## src/hdl/svf_pkg.sv

```systemverilog
`default_nettype none

package svf_pkg;

  // Field and port widths
  localparam int STATE_WIDTH_DEF = 24;
  localparam int SAMPLE_W        = 16;
  localparam int CUTOFF_W        = 16;
  localparam int FEEDBACK_W      = 15;
  localparam int MODE_W          = 3;
  localparam int CFG_ADDR_W      = 2;
  localparam int CFG_DATA_W      = 16;

  // Product scaling
  localparam int CUTOFF_SHIFT    = 16;
  localparam int FEEDBACK_SHIFT  = 14;

  // Configuration register indexes
  typedef enum logic [CFG_ADDR_W-1:0] {
    REG_CUTOFF   = 2'd0,
    REG_FEEDBACK = 2'd1,
    REG_MODE     = 2'd2
  } reg_idx_e;

  // Output selection
  typedef enum logic [MODE_W-1:0] {
    MODE_LP      = 3'd0,
    MODE_HP      = 3'd1,
    MODE_BP      = 3'd2,
    MODE_LP_HP   = 3'd3,
    MODE_LP_BP   = 3'd4,
    MODE_ALL     = 3'd5,
    MODE_HP_BP   = 3'd6,
    MODE_PASS    = 3'd7
  } mode_e;

  // Multiplier operand select
  typedef enum logic [1:0] {
    MUL_NONE,
    MUL_CUT_BAND,
    MUL_CUT_HIGH,
    MUL_BAND_FB
  } mul_sel_e;

  // State update select
  typedef enum logic [1:0] {
    UPD_NONE,
    UPD_LOW,
    UPD_BAND,
    UPD_HIGH
  } upd_sel_e;

  // One control word
  typedef struct packed {
    mul_sel_e mul;
    upd_sel_e upd;
    logic     emit;   // load output register, holds while it is full and not being read
    logic     last;   // end of program
  } ucode_t;

  localparam int NUM_STEPS = 6;
  localparam int PC_W      = $clog2(NUM_STEPS);

  // Filter program
  localparam ucode_t UCODE [NUM_STEPS] = '{
    '{mul: MUL_CUT_BAND, upd: UPD_NONE, emit: 1'b0, last: 1'b0},
    '{mul: MUL_CUT_HIGH, upd: UPD_LOW,  emit: 1'b0, last: 1'b0},
    '{mul: MUL_NONE,     upd: UPD_BAND, emit: 1'b0, last: 1'b0},
    '{mul: MUL_BAND_FB,  upd: UPD_NONE, emit: 1'b0, last: 1'b0},
    '{mul: MUL_NONE,     upd: UPD_HIGH, emit: 1'b0, last: 1'b0},
    '{mul: MUL_NONE,     upd: UPD_NONE, emit: 1'b1, last: 1'b1}
  };

endpackage

`default_nettype wire

```

## src/hdl/state_variable_filter_multimode.sv

```systemverilog
// An accepted request runs the six-step microprogram that shares one multiplier across the
// three products; its final step loads the output register and sets out_valid_o.
// Input ready is low while a request is in flight; the next one is accepted once it ends.
// A result waiting in the output register stalls only the final step of the next request.
// Reset (rst_ni low, asynchronous): states zero, cutoff and feedback zero, mode passthrough,
// sequencer idle, output register empty.
`default_nettype none

module state_variable_filter_multimode import svf_pkg::*; #(
  parameter int STATE_WIDTH = STATE_WIDTH_DEF
) (
  input  wire                         clk_i,
  input  wire                         rst_ni,
  input  wire                         in_valid_i,
  output logic                        in_ready_o,
  input  wire  signed [SAMPLE_W-1:0]  sample_in_i,
  output logic                        out_valid_o,
  input  wire                         out_ready_i,
  output logic signed [SAMPLE_W-1:0]  sample_out_o,
  input  wire                         cfg_we_i,
  input  wire         [CFG_ADDR_W-1:0] cfg_addr_i,
  input  wire         [CFG_DATA_W-1:0] cfg_wdata_i
);

  localparam int PW = STATE_WIDTH + CUTOFF_W + 1;  // product width
  localparam int EW = PW + 2;                      // state update width
  localparam int OW = STATE_WIDTH + 2;             // output sum width

  localparam logic signed [STATE_WIDTH-1:0] ST_MAX = {1'b0, {(STATE_WIDTH-1){1'b1}}};
  localparam logic signed [STATE_WIDTH-1:0] ST_MIN = {1'b1, {(STATE_WIDTH-1){1'b0}}};
  localparam logic signed [SAMPLE_W-1:0]    OUT_MAX = {1'b0, {(SAMPLE_W-1){1'b1}}};
  localparam logic signed [SAMPLE_W-1:0]    OUT_MIN = {1'b1, {(SAMPLE_W-1){1'b0}}};

  function automatic logic signed [STATE_WIDTH-1:0] sat_state(input logic signed [EW-1:0] v);
    if (v > ST_MAX) return ST_MAX;
    if (v < ST_MIN) return ST_MIN;
    return v[STATE_WIDTH-1:0];
  endfunction

  function automatic logic signed [SAMPLE_W-1:0] sat_out(input logic signed [OW-1:0] v);
    if (v > OUT_MAX) return OUT_MAX;
    if (v < OUT_MIN) return OUT_MIN;
    return v[SAMPLE_W-1:0];
  endfunction

  // Configuration registers
  logic [CUTOFF_W-1:0]   cutoff_q;
  logic [FEEDBACK_W-1:0] feedback_q;
  mode_e                 mode_q;

  // Filter state and datapath registers
  logic signed [STATE_WIDTH-1:0] low_q, band_q, high_q;
  logic signed [SAMPLE_W-1:0]    x_q;
  logic signed [PW-1:0]          prod_q;
  logic signed [SAMPLE_W-1:0]    out_q;
  logic                          out_valid_q, out_valid_d;

  // Sequencer
  logic            busy_q, busy_d;
  logic [PC_W-1:0] pc_q, pc_d;
  ucode_t          uc;
  logic            in_accept, can_emit, do_emit, stall;

  assign in_ready_o   = !busy_q;
  assign in_accept    = in_valid_i && in_ready_o;
  assign out_valid_o  = out_valid_q;
  assign sample_out_o = out_q;

  // Current control word, no-op while idle
  always_comb begin
    uc = UCODE[pc_q];
    if (!busy_q) begin
      uc = '{mul: MUL_NONE, upd: UPD_NONE, emit: 1'b0, last: 1'b0};
    end
  end

  assign can_emit = !out_valid_q || out_ready_i;
  assign do_emit  = uc.emit && can_emit;
  assign stall    = uc.emit && !can_emit;

  // Step counter and conditional hold on the emit step
  always_comb begin
    busy_d = busy_q;
    pc_d   = pc_q;
    if (in_accept) begin
      busy_d = 1'b1;
      pc_d   = '0;
    end else if (busy_q && !stall) begin
      if (uc.last) begin
        busy_d = 1'b0;
        pc_d   = '0;
      end else begin
        pc_d = pc_q + 1'b1;
      end
    end
  end

  // Output register valid
  always_comb begin
    out_valid_d = out_valid_q;
    if (out_valid_q && out_ready_i) out_valid_d = 1'b0;
    if (do_emit) out_valid_d = 1'b1;
  end

  always_ff @(posedge clk_i or negedge rst_ni) begin
    if (!rst_ni) begin
      busy_q      <= 1'b0;
      pc_q        <= '0;
      out_valid_q <= 1'b0;
    end else begin
      busy_q      <= busy_d;
      pc_q        <= pc_d;
      out_valid_q <= out_valid_d;
    end
  end

  // Config writes, unknown indexes ignored
  always_ff @(posedge clk_i or negedge rst_ni) begin
    if (!rst_ni) begin
      cutoff_q   <= '0;
      feedback_q <= '0;
      mode_q     <= MODE_PASS;
    end else if (cfg_we_i) begin
      case (reg_idx_e'(cfg_addr_i))
        REG_CUTOFF:   cutoff_q   <= cfg_wdata_i[CUTOFF_W-1:0];
        REG_FEEDBACK: feedback_q <= cfg_wdata_i[FEEDBACK_W-1:0];
        REG_MODE:     mode_q     <= mode_e'(cfg_wdata_i[MODE_W-1:0]);
        default:      ;
      endcase
    end
  end

  // Shared multiplier operands
  logic signed [STATE_WIDTH-1:0] mul_a;
  logic signed [CUTOFF_W:0]      mul_b;
  logic signed [PW-1:0]          prod_full;

  always_comb begin
    mul_a = band_q;
    mul_b = $signed({1'b0, cutoff_q});
    case (uc.mul)
      MUL_CUT_BAND: begin
        mul_a = band_q;
        mul_b = $signed({1'b0, cutoff_q});
      end
      MUL_CUT_HIGH: begin
        mul_a = high_q;
        mul_b = $signed({1'b0, cutoff_q});
      end
      MUL_BAND_FB: begin
        mul_a = band_q;
        mul_b = $signed({{(CUTOFF_W + 1 - FEEDBACK_W){1'b0}}, feedback_q});
      end
      default: ;
    endcase
  end

  assign prod_full = PW'(mul_a) * PW'(mul_b);

  always_ff @(posedge clk_i) begin
    if (uc.mul != MUL_NONE) prod_q <= prod_full;
    if (in_accept) x_q <= sample_in_i;
  end

  // State updates, floor scaling by arithmetic shift
  logic signed [PW-1:0] sh_cut, sh_fb;
  logic signed [EW-1:0] low_sum, band_sum, high_sum;

  assign sh_cut   = prod_q >>> CUTOFF_SHIFT;
  assign sh_fb    = prod_q >>> FEEDBACK_SHIFT;
  assign low_sum  = EW'(low_q) - EW'(sh_cut);
  assign band_sum = EW'(band_q) - EW'(sh_cut);
  assign high_sum = EW'(sh_fb) - EW'(low_q) - EW'(x_q);

  always_ff @(posedge clk_i or negedge rst_ni) begin
    if (!rst_ni) begin
      low_q  <= '0;
      band_q <= '0;
      high_q <= '0;
    end else begin
      case (uc.upd)
        UPD_LOW:  low_q  <= sat_state(low_sum);
        UPD_BAND: band_q <= sat_state(band_sum);
        UPD_HIGH: high_q <= sat_state(high_sum);
        default:  ;
      endcase
    end
  end

  // Output mix
  logic signed [OW-1:0] mix;

  always_comb begin
    case (mode_q)
      MODE_LP:    mix = OW'(low_q);
      MODE_HP:    mix = OW'(high_q);
      MODE_BP:    mix = OW'(band_q);
      MODE_LP_HP: mix = OW'(low_q) + OW'(high_q);
      MODE_LP_BP: mix = OW'(low_q) + OW'(band_q);
      MODE_ALL:   mix = OW'(low_q) + OW'(band_q) + OW'(high_q);
      MODE_HP_BP: mix = OW'(band_q) + OW'(high_q);
      default:    mix = OW'(x_q);
    endcase
  end

  always_ff @(posedge clk_i) begin
    if (do_emit) out_q <= sat_out(mix);
  end

endmodule

`default_nettype wire

```

## config.mk

```make
export PLATFORM = sky130hd
export DESIGN_NAME = state_variable_filter_multimode
export DESIGN_NICKNAME = d
export VERILOG_FILES = /design/src/hdl/svf_pkg.sv /design/src/hdl/state_variable_filter_multimode.sv
export SDC_FILE = /design/constraint.sdc
export NUM_CORES = 2
export LEC_CHECK = 0
export BUFFER_PORTS_ARGS = -buffer_cell sky130_fd_sc_hd__buf_2
export CORE_AREA = 2 2 297 299
export DETAILED_ROUTE_END_ITERATION = 8
export DIE_AREA = 0 0 299 301
export PLACE_DENSITY = 0.55
export SKIP_LAST_GASP = 1
export SYNTH_ARGS = -nofsm -noshare
export SYNTH_HDL_FRONTEND = slang
export SYNTH_SLANG_ARGS = --single-unit
```

## constraint.sdc

```tcl
create_clock -name clk_i -period 11.85 [get_ports clk_i]
set_input_delay 2.37 -clock clk_i [delete_from_list [all_inputs] [get_ports clk_i]]
set_output_delay 2.37 -clock clk_i [all_outputs]
set_load 0.02 [all_outputs]
```

==> summary.txt <==
Synth
  – Post-synth top cells: inv_1 (563), nand2_1 (419), fa_1 (408), nor2_1 (294), ha_1 (280)
  – Number of synthesized flops with an enable pin: 59
  – Area leader, netlist: fa_1
  – Async SR Flop Fraction: 0.653
  – Dominant cells by area after synthesis: fa_1 (26%), ha_1 (11%), dfrtp_1 (8.5%)
  – Most instantiated library cell after synthesis: inv_1
  – Syn nets: 4406
  – Register area share after synthesis: 0.143
  – Top FF cell, synth: dfrtp_1
  – Synth unique cells: 94
  – Area fraction of the dominant cell type after synthesis: 0.257
  – Synth Register Bits: 170
  – Post-Syn Area per Cell: slightly below 9 um2
  – Cells after Synth: between 3000 and 4000
  – Post-Syn Area: 31800 um2
  – Ys Warns: 0

Layout
  – Syn-to-layout area delta: 6.62%
  – Final nets: 4376
  – Layout cells sized above 1: 0.0699

Flow run
  – Max Cap Viol: 0

Floorplan
  – Die area: 90000 um2
  – Core outline area: 86500 um2
  – Ports: 57
  – Die height: 301 um
  – Chip width: 299 um
  – Starting Density: 0.368
  – Num rows: 108

STA
  – Worst slew pin tran: 1.02 ns
  – Final Hold Viols: 0
  – Slew headroom: 0.302
  – Final Slew Violations: 0
  – Setup-failing EPs final: 0
  – Crit path time final: 9.60 ns
  – Skew final: 0.0219 ns
  – Unrepaired setup endpoints after global routing: no
  – Period Utilization, post-route: 0.810
  – Max Clk Rate: roughly 100 MHz
  – TNS Setup: 0 ns

Global route
  – Vias in the first global route: 26900
  – Gr ovfl total: 0
  – Global-route wire length before repair: ~170 mm
  – Gr usage total: 0.245
  – Initial antenna violation count: 3
  – Largest net degree at the start of global routing: 58

Placed design
  – Dpl hpwl: 90.1 mm
  – Count of input and output buffers: 56
  – GP Congestion: 0.953

Clock network
  – Num CTS Buffers: 17
  – H-tree depth: 4
  – Reg clk slew, reported paths: ~0.08 ns
  – Clk root buf: clkbuf_16
  – Post CTS Setup Buffer Count: 0
  – Post-CTS Hold Buffers: 0
  – Max Root-Sink Buffers: 2
  – CTS tree: done
  – Latest clock arrival within the worst-skew pair: around 0.51 ns
  – Sink Count: 170
  – CTS resizes: 0

Critical path
  – Worst Setup End Kind: flop
  – Worst EP arrival: about 9.9 ns
  – End of the worst register-to-register path: prod_q[40]
  – Critical Path Most Common Cell: fa_1
  – Slowest stage delay, CP: 0.92 ns
  – Critical path start-end classification: reg2reg
  – Reg2reg setup slack: between 2 and 2.5 ns
  – Setup crit start kind: flop
  – Reg2Reg Depth: 28
  – Peak fanout along the critical path: 50
  – Req. time, crit path: 12.10 ns
  – Crit Reg-Reg Startpoint: pc_q[0]
  – Critical-path top delay cell: o311ai_0
  – Crit. Startpoint: pc_q[0]

Route
  – Vias per Instance: 5.53
  – Vias: between 20000 and 30000
  – Post-route antenna net violation count: 0
  – Post-Route WL: 109 mm
  – DRC errors left: 0
  – Iteration-0 DRC Markers: 2081
  – 1st-pass router iterations: 6
  – Avg WL per Cell: 22.6 um

Hold path
  – Hold Path Class: reg2reg
  – Hold Path End: feedback_q[4]
  – Hold depth: 1
  – Hold Crit Start: feedback_q[4]

Outcome
  – Status: completed
## worst max path at each step
stage / to / slack [ns]
2_1_floorplan: prod_q[40] / 3.26
3_3_place_gp: prod_q[40] / 2.32
3_5_place_dp: prod_q[40] / 2.28
4_1_cts: prod_q[40] / 2.24
5_1_grt: prod_q[40] / 1.70
6_report: prod_q[40] / 2.25
## stage by stage
| step | cell area, um2 | hold slack (ns) | utilization | setup WS (ns) | cells |
|---|---|---|---|---|---|
| floorplan | 31800 | 0.475 | - | 3.26 | 3679 |
| global placement | 33300 | 0.484 | 0.385 | 2.32 | 4785 |
| detailed placement | 33300 | 0.490 | 0.385 | 2.28 | 4785 |
| CTS | 33900 | 0.508 | 0.392 | 2.24 | 4817 |
| global route | 33900 | 0.521 | 0.392 | 1.70 | 4817 |
| finish | 33900 | 0.509 | 0.392 | 2.25 | 4819 |
## worst max-delay path: cells and delay by family, from the launching register on
kind                     cells  cell delay [ns]
multiplexers                 1             0.70
AO/OA/AOI/OAI                9             2.93
adder cells (fa/ha/maj)      8             3.62
buffers and inverters        6             0.99
AND/OR/NAND/NOR              3             0.45
flip-flops                   1             0.51
XOR/XNOR                     1             0.13
## area by class of cell
cell class                      count  area (um2)
Antenna cell                        2        5.00
Tap cell                         1155        1450
Timing Repair Buffer               91         546
Clock buffer                       17         425
Sequential cell                   170        4550
Clock inverter                     15         201
Multi-Input combinational cell   2804       24600
Fill cell                        8908       52500
Inverter                          565        2120
## registers in the layout, indices dropped and copies added (netlist names)
name          flops
prod_q           27
band_q           24
high_q           24
low_q            24
cutoff_q         16
sample_out_o     16
x_q              16
feedback_q       15
mode_q            3
pc_q              3
busy_q            1
out_valid_o       1
## cells by family after synthesis
group,share of synthesized area
AO/OA/AOI/OAI,0.169
XOR/XNOR,0.0424
adder cells (fa/ha/maj),0.367
AND/OR/NAND/NOR,0.146
multiplexers,0.0493
buffers and inverters,0.0844
flip-flops,0.143
## placed cells by master, fill, tap and decap left out, drive strengths merged, types with 17 or more instances in the layout
cell / Yosys / final
o22a: 22 / 22
a21o: 86 / 86
dfrtp: 108 / 108
edfxtp: 59 / 59
a21oi: 218 / 218
ha: 280 / 280
nand3: 46 / 46
o22ai: 28 / 28
inv: 563 / 571
nor2: 295 / 295
nor3: 42 / 42
o211ai: 31 / 31
and2: 22 / 22
nor4: 17 / 17
xor2: 60 / 60
mux2i: 69 / 69
nand2b: 35 / 35
a221oi: 18 / 18
fa: 408 / 408
clkbuf: 111 / 17
and3: 22 / 22
buf: 29 / 91
xnor2: 94 / 94
nand2: 419 / 419
o21ai: 122 / 122
o311ai: 48 / 48
o21bai: 17 / 17
a211oi: 35 / 35
o21a: 31 / 31
nor2b: 32 / 32
nand4: 37 / 37
mux2: 72 / 72
## routing by layer
layer  track usage  share of wire  vias up  wire length [um]
met1         0.317           0.42    13200             45900
met5             0              0        -                 0
li1              -              -    12400                 -
met3        0.0307          0.059      178              6410
met2         0.413           0.47      891             51600
met4         0.105          0.045        0              4900
Power is not shown: default switching activity piles up to over one toggle a cycle in this logic, so the estimate is an artifact.
